==> src/cpf_pkg.sv <==
package cpf_pkg;

   // Input action codes
   localparam logic ACTION_START   = 1'b0;
   localparam logic ACTION_PAYLOAD = 1'b1;

   // Result status codes
   localparam logic [1:0] STATUS_OK       = 2'd0;
   localparam logic [1:0] STATUS_TOO_LONG = 2'd1;
   localparam logic [1:0] STATUS_DROPPED  = 2'd2;

   // Command kinds passed from front to back
   localparam logic [1:0] KIND_START   = 2'd0;
   localparam logic [1:0] KIND_PAYLOAD = 2'd1;
   localparam logic [1:0] KIND_REJECT  = 2'd2;
   localparam logic [1:0] KIND_DROP    = 2'd3;

   // Register indexes
   localparam logic [2:0] REG_CRC_SEED    = 3'd0;
   localparam logic [2:0] REG_CRC_POLY    = 3'd1;
   localparam logic [2:0] REG_SYNC_FIRST  = 3'd2;
   localparam logic [2:0] REG_SYNC_SECOND = 3'd3;
   localparam logic [2:0] REG_VERSION     = 3'd4;
   localparam logic [2:0] REG_MAX_FRAME   = 3'd5;

   // Register reset values
   localparam logic [15:0] RST_CRC_SEED    = 16'hFFFF;
   localparam logic [15:0] RST_CRC_POLY    = 16'h1021;
   localparam logic [7:0]  RST_SYNC_FIRST  = 8'hAA;
   localparam logic [7:0]  RST_SYNC_SECOND = 8'h55;
   localparam logic [7:0]  RST_VERSION     = 8'h01;
   localparam logic [16:0] RST_MAX_FRAME   = 17'd65549;

   // Header + CRC byte count
   localparam logic [16:0] FRAME_OVERHEAD = 17'd14;

   // Default depth of the command queue
   localparam int CPF_QUEUE_DEPTH = 4;

   typedef struct packed {
      logic [15:0] crc_seed;
      logic [15:0] crc_poly;
      logic [7:0]  sync_first;
      logic [7:0]  sync_second;
      logic [7:0]  version;
      logic [16:0] max_frame;
   } cfg_type;

   // data_byte holds the packet type on a start, the byte on a payload
   typedef struct packed {
      logic [1:0]  kind;
      logic        last;
      logic [7:0]  data_byte;
      logic [15:0] seq;
      logic [31:0] ts;
      logic [15:0] len;
   } cmd_type;

   // One byte through the MSB-first CRC-16
   function automatic logic [15:0] crc_feed(input logic [15:0] crc_cur,
                                            input logic [7:0]  data,
                                            input logic [15:0] poly);
      logic [15:0] c;
      c = crc_cur ^ {data, 8'h00};
      for (int k = 0; k < 8; k++) begin
         if (c[15]) begin
            c = {c[14:0], 1'b0} ^ poly;
         end else begin
            c = {c[14:0], 1'b0};
         end
      end
      return c;
   endfunction

endpackage

==> src/cpf_csr.sv <==
module cpf_csr
   import cpf_pkg::*;
(
   input  logic        clock,
   input  logic        reset,
   input  logic        csr_valid,
   output logic        csr_ready,
   input  logic [2:0]  csr_index,
   input  logic [16:0] csr_data,
   output cfg_type     cfg
);

   cfg_type cfg_ff;
   cfg_type cfg_in;

   assign csr_ready = 1'b1;
   assign cfg       = cfg_ff;

   // Register write decode; unknown indexes are ignored
   always_comb begin
      cfg_in = cfg_ff;
      if (csr_valid) begin
         unique case (csr_index)
            REG_CRC_SEED:    cfg_in.crc_seed    = csr_data[15:0];
            REG_CRC_POLY:    cfg_in.crc_poly    = csr_data[15:0];
            REG_SYNC_FIRST:  cfg_in.sync_first  = csr_data[7:0];
            REG_SYNC_SECOND: cfg_in.sync_second = csr_data[7:0];
            REG_VERSION:     cfg_in.version     = csr_data[7:0];
            REG_MAX_FRAME:   cfg_in.max_frame   = csr_data;
            default:         cfg_in = cfg_ff;
         endcase
      end
   end

   always_ff @(posedge clock) begin
      if (reset) begin
         cfg_ff.crc_seed    <= RST_CRC_SEED;
         cfg_ff.crc_poly    <= RST_CRC_POLY;
         cfg_ff.sync_first  <= RST_SYNC_FIRST;
         cfg_ff.sync_second <= RST_SYNC_SECOND;
         cfg_ff.version     <= RST_VERSION;
         cfg_ff.max_frame   <= RST_MAX_FRAME;
      end else begin
         cfg_ff <= cfg_in;
      end
   end

endmodule

==> src/cpf_front.sv <==
module cpf_front
   import cpf_pkg::*;
(
   input  logic        clock,
   input  logic        reset,
   input  logic        req_accept,
   input  logic        req_action,
   input  logic [7:0]  req_packet_type,
   input  logic [15:0] req_sequence_number,
   input  logic [31:0] req_timestamp_ms,
   input  logic [15:0] req_payload_length,
   input  logic [7:0]  req_payload_byte,
   input  logic [16:0] max_frame,
   output cmd_type     cmd
);

   // Bytes still expected in the open frame; zero means no frame open
   logic [15:0] remain_ff;
   logic [15:0] remain_in;
   logic [16:0] total;

   assign total = {1'b0, req_payload_length} + FRAME_OVERHEAD;

   // Classify the item and track the frame
   always_comb begin
      cmd.seq       = req_sequence_number;
      cmd.ts        = req_timestamp_ms;
      cmd.len       = req_payload_length;
      cmd.last      = 1'b0;
      cmd.data_byte = req_packet_type;
      remain_in     = remain_ff;
      if (req_action == ACTION_START) begin
         if (total > max_frame) begin
            cmd.kind  = KIND_REJECT;
            remain_in = 16'd0;
         end else begin
            cmd.kind  = KIND_START;
            remain_in = req_payload_length;
         end
      end else begin
         cmd.data_byte = req_payload_byte;
         if (remain_ff == 16'd0) begin
            cmd.kind = KIND_DROP;
         end else begin
            cmd.kind  = KIND_PAYLOAD;
            cmd.last  = (remain_ff == 16'd1);
            remain_in = remain_ff - 16'd1;
         end
      end
   end

   always_ff @(posedge clock) begin
      if (reset) begin
         remain_ff <= 16'd0;
      end else if (req_accept) begin
         remain_ff <= remain_in;
      end
   end

endmodule

==> src/cpf_queue.sv <==
module cpf_queue
   import cpf_pkg::*;
#(
   parameter int DEPTH = CPF_QUEUE_DEPTH
) (
   input  logic    clock,
   input  logic    reset,
   input  logic    push,
   input  cmd_type push_cmd,
   output logic    full,
   input  logic    pop,
   output logic    empty,
   output cmd_type head_cmd
);

   localparam int PTR_W = (DEPTH > 1) ? $clog2(DEPTH) : 1;
   localparam int CNT_W = $clog2(DEPTH + 1);
   localparam logic [PTR_W-1:0] PTR_LAST = PTR_W'(DEPTH - 1);
   localparam logic [CNT_W-1:0] CNT_FULL = CNT_W'(DEPTH);

   cmd_type          entry_ff [DEPTH];
   logic [PTR_W-1:0] head_ff, head_in;
   logic [PTR_W-1:0] tail_ff, tail_in;
   logic [CNT_W-1:0] count_ff, count_in;

   assign full     = (count_ff == CNT_FULL);
   assign empty    = (count_ff == '0);
   assign head_cmd = entry_ff[head_ff];

   // Pointer and fill tracking
   always_comb begin
      head_in  = head_ff;
      tail_in  = tail_ff;
      count_in = count_ff;
      if (push) begin
         tail_in = (tail_ff == PTR_LAST) ? '0 : tail_ff + 1'b1;
      end
      if (pop) begin
         head_in = (head_ff == PTR_LAST) ? '0 : head_ff + 1'b1;
      end
      if (push && !pop) begin
         count_in = count_ff + 1'b1;
      end else if (pop && !push) begin
         count_in = count_ff - 1'b1;
      end
   end

   always_ff @(posedge clock) begin
      if (reset) begin
         head_ff  <= '0;
         tail_ff  <= '0;
         count_ff <= '0;
      end else begin
         head_ff  <= head_in;
         tail_ff  <= tail_in;
         count_ff <= count_in;
      end
   end

   // Entry storage
   always_ff @(posedge clock) begin
      if (push) begin
         entry_ff[tail_ff] <= push_cmd;
      end
   end

endmodule

==> src/cpf_back.sv <==
module cpf_back
   import cpf_pkg::*;
(
   input  logic        clock,
   input  logic        reset,
   input  cfg_type     cfg,
   input  logic        cmd_empty,
   input  cmd_type     cmd,
   output logic        cmd_pop,
   output logic        rsp_valid,
   input  logic        rsp_ready,
   output logic [7:0]  rsp_out_byte,
   output logic        rsp_frame_end,
   output logic        rsp_run_last,
   output logic [1:0]  rsp_status
);

   // Byte position within the current command
   logic [3:0]  phase_ff, phase_in;
   logic [15:0] crc_ff, crc_in;

   logic        rsp_valid_ff, rsp_valid_in;
   logic [7:0]  byte_ff, byte_in;
   logic        end_ff, end_in;
   logic        last_ff, last_in;
   logic [1:0]  status_ff, status_in;

   logic        emit;
   logic        done;

   assign emit      = !cmd_empty && (!rsp_valid_ff || rsp_ready);
   assign cmd_pop   = emit && done;
   assign rsp_valid = rsp_valid_ff;
   assign rsp_out_byte  = byte_ff;
   assign rsp_frame_end = end_ff;
   assign rsp_run_last  = last_ff;
   assign rsp_status    = status_ff;

   // Byte selection and CRC update for the head command
   always_comb begin
      byte_in   = 8'h00;
      end_in    = 1'b0;
      last_in   = 1'b0;
      status_in = STATUS_OK;
      done      = 1'b0;
      crc_in    = crc_ff;
      unique case (cmd.kind)
         KIND_START: begin
            unique case (phase_ff)
               4'd0:  byte_in = cfg.sync_first;
               4'd1:  byte_in = cfg.sync_second;
               4'd2:  byte_in = cfg.version;
               4'd3:  byte_in = cmd.data_byte;
               4'd4:  byte_in = cmd.seq[7:0];
               4'd5:  byte_in = cmd.seq[15:8];
               4'd6:  byte_in = cmd.ts[7:0];
               4'd7:  byte_in = cmd.ts[15:8];
               4'd8:  byte_in = cmd.ts[23:16];
               4'd9:  byte_in = cmd.ts[31:24];
               4'd10: byte_in = cmd.len[7:0];
               4'd11: byte_in = cmd.len[15:8];
               4'd12: byte_in = crc_ff[7:0];
               4'd13: byte_in = crc_ff[15:8];
               default: byte_in = 8'h00;
            endcase
            if (phase_ff == 4'd0) begin
               crc_in = cfg.crc_seed;
            end else if (phase_ff >= 4'd2 && phase_ff <= 4'd11) begin
               crc_in = crc_feed(crc_ff, byte_in, cfg.crc_poly);
            end
            // zero-length frame carries its CRC straight after the header
            if (phase_ff == 4'd11 && cmd.len != 16'd0) begin
               last_in = 1'b1;
               done    = 1'b1;
            end
            if (phase_ff == 4'd13) begin
               end_in  = 1'b1;
               last_in = 1'b1;
               done    = 1'b1;
            end
         end
         KIND_PAYLOAD: begin
            unique case (phase_ff)
               4'd0: begin
                  byte_in = cmd.data_byte;
                  crc_in  = crc_feed(crc_ff, cmd.data_byte, cfg.crc_poly);
                  last_in = !cmd.last;
                  done    = !cmd.last;
               end
               4'd1: byte_in = crc_ff[7:0];
               default: begin
                  byte_in = crc_ff[15:8];
                  end_in  = 1'b1;
                  last_in = 1'b1;
                  done    = 1'b1;
               end
            endcase
         end
         KIND_REJECT: begin
            status_in = STATUS_TOO_LONG;
            last_in   = 1'b1;
            done      = 1'b1;
         end
         KIND_DROP: begin
            status_in = STATUS_DROPPED;
            last_in   = 1'b1;
            done      = 1'b1;
         end
         default: begin
            done = 1'b1;
         end
      endcase
   end

   // Phase step and output register control
   always_comb begin
      phase_in     = phase_ff;
      rsp_valid_in = rsp_valid_ff;
      if (emit) begin
         phase_in     = done ? 4'd0 : phase_ff + 4'd1;
         rsp_valid_in = 1'b1;
      end else if (rsp_ready) begin
         rsp_valid_in = 1'b0;
      end
   end

   always_ff @(posedge clock) begin
      if (reset) begin
         phase_ff     <= 4'd0;
         rsp_valid_ff <= 1'b0;
         crc_ff       <= 16'd0;
      end else begin
         phase_ff     <= phase_in;
         rsp_valid_ff <= rsp_valid_in;
         if (emit) begin
            crc_ff <= crc_in;
         end
      end
   end

   // Result payload register
   always_ff @(posedge clock) begin
      if (emit) begin
         byte_ff   <= byte_in;
         end_ff    <= end_in;
         last_ff   <= last_in;
         status_ff <= status_in;
      end
   end

endmodule

==> src/crc16_packet_framer_top.sv <==
// An item goes into the command queue; its first result byte is then registered at the output.
// Throughput: one result byte per cycle while rsp_ready is high, set by the back-end serializer
// and its CRC step. A start item gives its header bytes (and the CRC bytes with zero length), a
// payload byte its own byte (and the CRC bytes for the last one), a rejected or dropped item a
// status result; the 4-deep command queue lets the input take one item per cycle until it fills.
// Reset: clears frame tracking, the queue and the output valid flag; config returns to defaults.
module crc16_packet_framer_top
   import cpf_pkg::*;
#(
   parameter int QUEUE_DEPTH = CPF_QUEUE_DEPTH
) (
   input  logic        clock,
   input  logic        reset,
   input  logic        req_valid,
   output logic        req_ready,
   input  logic        req_action,
   input  logic [7:0]  req_packet_type,
   input  logic [15:0] req_sequence_number,
   input  logic [31:0] req_timestamp_ms,
   input  logic [15:0] req_payload_length,
   input  logic [7:0]  req_payload_byte,
   output logic        rsp_valid,
   input  logic        rsp_ready,
   output logic [7:0]  rsp_out_byte,
   output logic        rsp_frame_end,
   output logic        rsp_run_last,
   output logic [1:0]  rsp_status,
   input  logic        csr_valid,
   output logic        csr_ready,
   input  logic [2:0]  csr_index,
   input  logic [16:0] csr_data
);

   cfg_type cfg;
   cmd_type front_cmd;
   cmd_type head_cmd;
   logic    q_full;
   logic    q_empty;
   logic    q_pop;
   logic    req_accept;

   assign req_ready  = !q_full;
   assign req_accept = req_valid && req_ready;

   // Configuration registers
   cpf_csr u_csr (
      .clock     (clock),
      .reset     (reset),
      .csr_valid (csr_valid),
      .csr_ready (csr_ready),
      .csr_index (csr_index),
      .csr_data  (csr_data),
      .cfg       (cfg)
   );

   // Front: classify items, track the open frame
   cpf_front u_front (
      .clock               (clock),
      .reset               (reset),
      .req_accept          (req_accept),
      .req_action          (req_action),
      .req_packet_type     (req_packet_type),
      .req_sequence_number (req_sequence_number),
      .req_timestamp_ms    (req_timestamp_ms),
      .req_payload_length  (req_payload_length),
      .req_payload_byte    (req_payload_byte),
      .max_frame           (cfg.max_frame),
      .cmd                 (front_cmd)
   );

   // Command queue between front and back
   cpf_queue #(
      .DEPTH (QUEUE_DEPTH)
   ) u_queue (
      .clock    (clock),
      .reset    (reset),
      .push     (req_accept),
      .push_cmd (front_cmd),
      .full     (q_full),
      .pop      (q_pop),
      .empty    (q_empty),
      .head_cmd (head_cmd)
   );

   // Back: byte serializer with running CRC
   cpf_back u_back (
      .clock         (clock),
      .reset         (reset),
      .cfg           (cfg),
      .cmd_empty     (q_empty),
      .cmd           (head_cmd),
      .cmd_pop       (q_pop),
      .rsp_valid     (rsp_valid),
      .rsp_ready     (rsp_ready),
      .rsp_out_byte  (rsp_out_byte),
      .rsp_frame_end (rsp_frame_end),
      .rsp_run_last  (rsp_run_last),
      .rsp_status    (rsp_status)
   );

endmodule

==> config.mk <==
export PLATFORM = sky130hd
export DESIGN_NAME = crc16_packet_framer_top
export DESIGN_NICKNAME = d
export VERILOG_FILES = /design/src/cpf_pkg.sv /design/src/cpf_csr.sv /design/src/cpf_front.sv /design/src/cpf_queue.sv /design/src/cpf_back.sv /design/src/crc16_packet_framer_top.sv
export SDC_FILE = /design/constraint.sdc
export NUM_CORES = 1
export LEC_CHECK = 0
export BUFFER_PORTS_ARGS = -buffer_cell sky130_fd_sc_hd__buf_2
export CORE_MARGIN = 5
export CORE_UTILIZATION = 23
export DETAILED_ROUTE_END_ITERATION = 12
export PLACE_DENSITY = 0.38
export RECOVER_POWER = 50
export SLEW_MARGIN = 25
export SYNTH_ARGS = -nofsm -noshare
export SYNTH_HDL_FRONTEND = slang
export SYNTH_HIERARCHICAL = 1
export SYNTH_SLANG_ARGS = --single-unit
==> constraint.sdc <==
create_clock -name clock -period 15.9 [get_ports clock]
set_input_delay 3.18 -clock clock [delete_from_list [all_inputs] [get_ports clock]]
set_output_delay 3.18 -clock clock [all_outputs]
set_load 0.01 [all_outputs]
==> summary.md <==
| Metric | Value |
|---|---|
| Dpl ws | 7.39 ns |
| Synth top cells by count | edfxtp_1 (312), nand2_1 (266), xnor2_1 (205), nor2_1 (127), dfxtp_1 (119) |
| Adder-Cell Fraction of Synth Area | 1.66% |
| CTS Buf Count | 50 |
| RSZ-0062 raised after global routing | no |
| Sequential Area | 11800 um2 |
| Most frequent cell after synthesis | edfxtp_1 |
| XOR/XNOR Fraction of Synth Area | 9.83% |
| Synth Area in Compound Gates | 8.92% |
| Peak supply drop | 0.0000918 V |
| PwrDens | 202 nW/um2 |
| Final TNS setup | 0 ns |
| Vias after detailed routing | 15900 |
| DR vias/cell | 4.55 |
| Worst slew margin relative to its limit | -139% |
| Drt pass-1 iters | 7 |
| Std-Cell Rows | 118 |
| Startpoint types | flop |
| Seq/Total Area, Yosys | 49.4% |
| Post-synth top area cell | edfxtp_1 |
| CTS tree | yes |
| Overflow after GRT | 0 |
| WS Path Type | reg2reg |
| Die H | 332 um |
| Setup ws final | 5.59 ns |
| Slew of the pin with the lowest slew margin | 3.58 ns |
| Power Total | 5.39 mW |
| Yosys Warn Count | 6 |
| Clock skew | 0.0258 ns |
| Final max-slew violation count | 302 |
| Critical Path AT | 10.62 ns |
| Pleak | 8.68 nW |
| Largest net degree at the start of global routing | 84 |
| #FFs+latches synth | 431 |
| Critical Path Max Stage Delay | 1.96 ns |
| Critical path data required time | 16.21 ns |
| Bufs on Longest Clock Path | 3 |
| Die W | 332 um |
| First-pass GRT wire length | 114 mm |
| Port bufs | 119 |
| Ports | 121 |
| Max Fclk | 97.0 MHz |
| Initial antenna violation count | 5 |
| Hold-fix buffers at CTS | 0 |
| Syn Inst Count | 2094 |
| Slowest cell on crit path | clkbuf_1 |
| DIE AREA | 110000 um2 |
| Number of synthesized flops with an enable pin | 312 |
| Max Cap Viol | 8 |
| Final period utilization | 64.8% |
| Synth Area in Simple Gates | 12.6% |
| Dpl hpwl | 54.2 mm |
| Fin. Hold Viols | 0 |
| Ranking of synthesized cells by area | edfxtp_1 (39%), dfxtp_1 (10%), xnor2_1 (7.6%) |
| Final wirelength | 77.4 mm |
| Util after Layout | 25.9% |
| Main combinational cell family by area after synthesis | simple AND/OR/NAND/NOR gates |
| Clk_lat worst skew | 0.62 ns |
| # clock sinks | 431 |
| Post-synthesis mux area share | 11.6% |
| Count of cell types in the netlist | 100 |
| Async S/R FF share, synth | 0% |
| Synth-to-layout area growth | 12.3% |
| Synth Flop Type | edfxtp_1 |
| Root Buffer | clkbuf_16 |
| Worst min path class | reg2reg |
| WL per Instance | 22.1 um |
| Tmin final | 10.31 ns |
| Post-synthesis net count | 2231 |
| Starting density of the core | 23.1% |
| Depth of the CTS H-tree | 2 |
| Global-route usage over all layers | 13.6% |
| Violated checks | max-capacitance violations, max-slew violations |
| Nets@finish | 2225 |
| CP Cell Sequence | clkbuf_1 -> clkbuf_1 -> mux4_2 -> a221oi_1 -> o21ai_1 -> a221oi_1 -> xnor2_1 -> nor3_1 -> nor2_2 -> mux2i_1 -> a222oi_1 -> xor2_2 -> nand2_1 -> xor3_1 -> xnor2_2 -> nand2_1 -> xnor2_1 -> a211oi_1 |
| Status | finished with violations |
| Core area | 103000 um2 |
| Post-CTS Setup Inserts | 0 |
| # fillers | 11000 |
| CP Max Fanout | 30 |
| Initial drt markers | 1119 |
| Avg Inst Size Synth | 11.4 um2 |
| Setup violations, final | 0 |
| Synth top area share | 39.4% |
| Routability Congestion | 0.822 |
| ANT nets after route | 0 |
| Syn Std Cell Area | 23800 um2 |
| Ant. Diodes | 0 |
| DRC Markers | 0 |
| Reg clk slew, reported paths | 0.06 ns |
| Crit. End Element | flop |
| Vias in the first global route | 16400 |
| Layout cell share with drive strength beyond 1 | 13.3% |
| Post-cts sizing count | 0 |
| Multi-input combinational cell area | 10700 um2 |
[metal layers]
metal | up-vias | share of wire (%) | track usage, %
met4 | 2 | 1.9 | 2.98
met3 | 84 | 3.5 | 1.75
met5 | - | 0.017 | 0
met2 | 335 | 51 | 24.3
met1 | 8031 | 44 | 17.5
li1 | 7496 | - | -
[layout by cell type (no fill, tap or decap), types with 6 or more instances in the layout]
cell type / count
nand4_1: 17
mux2_1: 9
clkbuf_1: 81
xor2_1: 50
buf_4: 35
nand2b_1: 64
inv_1: 40
mux2i_1: 92
and3_1: 8
and2_1: 7
buf_2: 53
clkinv_1: 7
nand3_1: 28
nor2b_1: 15
nor3_1: 31
a21o_1: 6
clkbuf_16: 51
a31oi_1: 16
o21ai_1: 14
nor4_1: 13
a311oi_1: 14
nor2_1: 126
or3_1: 8
nand3b_1: 6
a222oi_1: 13
a221oi_1: 8
xnor2_2: 8
a21oi_1: 66
xnor2_1: 200
dfxtp_1: 116
a22oi_1: 22
clkinv_2: 8
edfxtp_1: 312
a211oi_1: 23
nand2_1: 266
ha_1: 30
o21ai_0: 44
mux4_2: 76
[kinds of logic after synthesis]
| kind of cell | after synthesis |
|---|---|
| buf+inv | 263 |
| fa+ha+maj | 31 |
| simple gates | 629 |
| compound gates | 299 |
| mux | 179 |
| other cells | 1 |
| flops | 431 |
| xor+xnor | 261 |
[final timing paths]
kind / startpoint / to / slack (ns) / cells after the start
worst min-delay path: u_csr/cfg[8] / u_csr/cfg[8] / 0.48 / 2
worst max register to register: flop / u_back/crc_ff[7] / 5.59 / 18
worst max-delay path: flop / u_back/crc_ff[7] / 5.59 / 18
worst min register to register: u_csr/cfg[8] / u_csr/cfg[8] / 0.48 / 2
[where the power goes]
part	switching [mW]	internal (mW)
combinational	1.69	1.11
clock	0.482	0.643
sequential	0.123	1.35
[final cells by class]
type | instances | share of cell area (%)
clock buffers | 64 | 5.11
inverters | 45 | 0.632
well taps | 1380 | 6.46
repair buffers | 160 | 2.99
multi-input cells | 1400 | 39.9
clock inverters | 23 | 0.834
flip-flops and latches | 431 | 44.0
[critical path, delay by kind of cell, from the launching register on]
family          cells  cell delay (ns)
simple gates        4             1.17
flops               1             0.71
buf+inv             2             3.44
xor+xnor            5             2.25
mux                 2             0.87
compound gates      5             1.52
[state kept, by name, summed over array words and instances, names as in the netlist, named ones only]
name                  cells
u_queue/head_ff           2
u_back/phase_ff           4
u_queue/tail_ff           2
u_back/rsp_valid          1
u_back/rsp_out_byte       8
u_front/remain_ff        16
u_back/rsp_frame_end      1
u_back/rsp_status         2
u_queue/entry_ff        300
u_back/crc_ff            16
u_back/rsp_run_last       1
u_queue/count_ff          3
u_csr/cfg                73
[stage by stage]
step / instance area, um2 / instances / hold slack, ns
after floorplan: 23800 / 2094 / 0.447
after global placement: 25200 / 3415 / 0.463
after detailed placement: 25200 / 3416 / 0.468
after CTS: 26800 / 3503 / 0.483
after global routing: 26700 / 3503 / 0.501
final: 26700 / 3503 / 0.483
(Power assumes the default switching activity.)
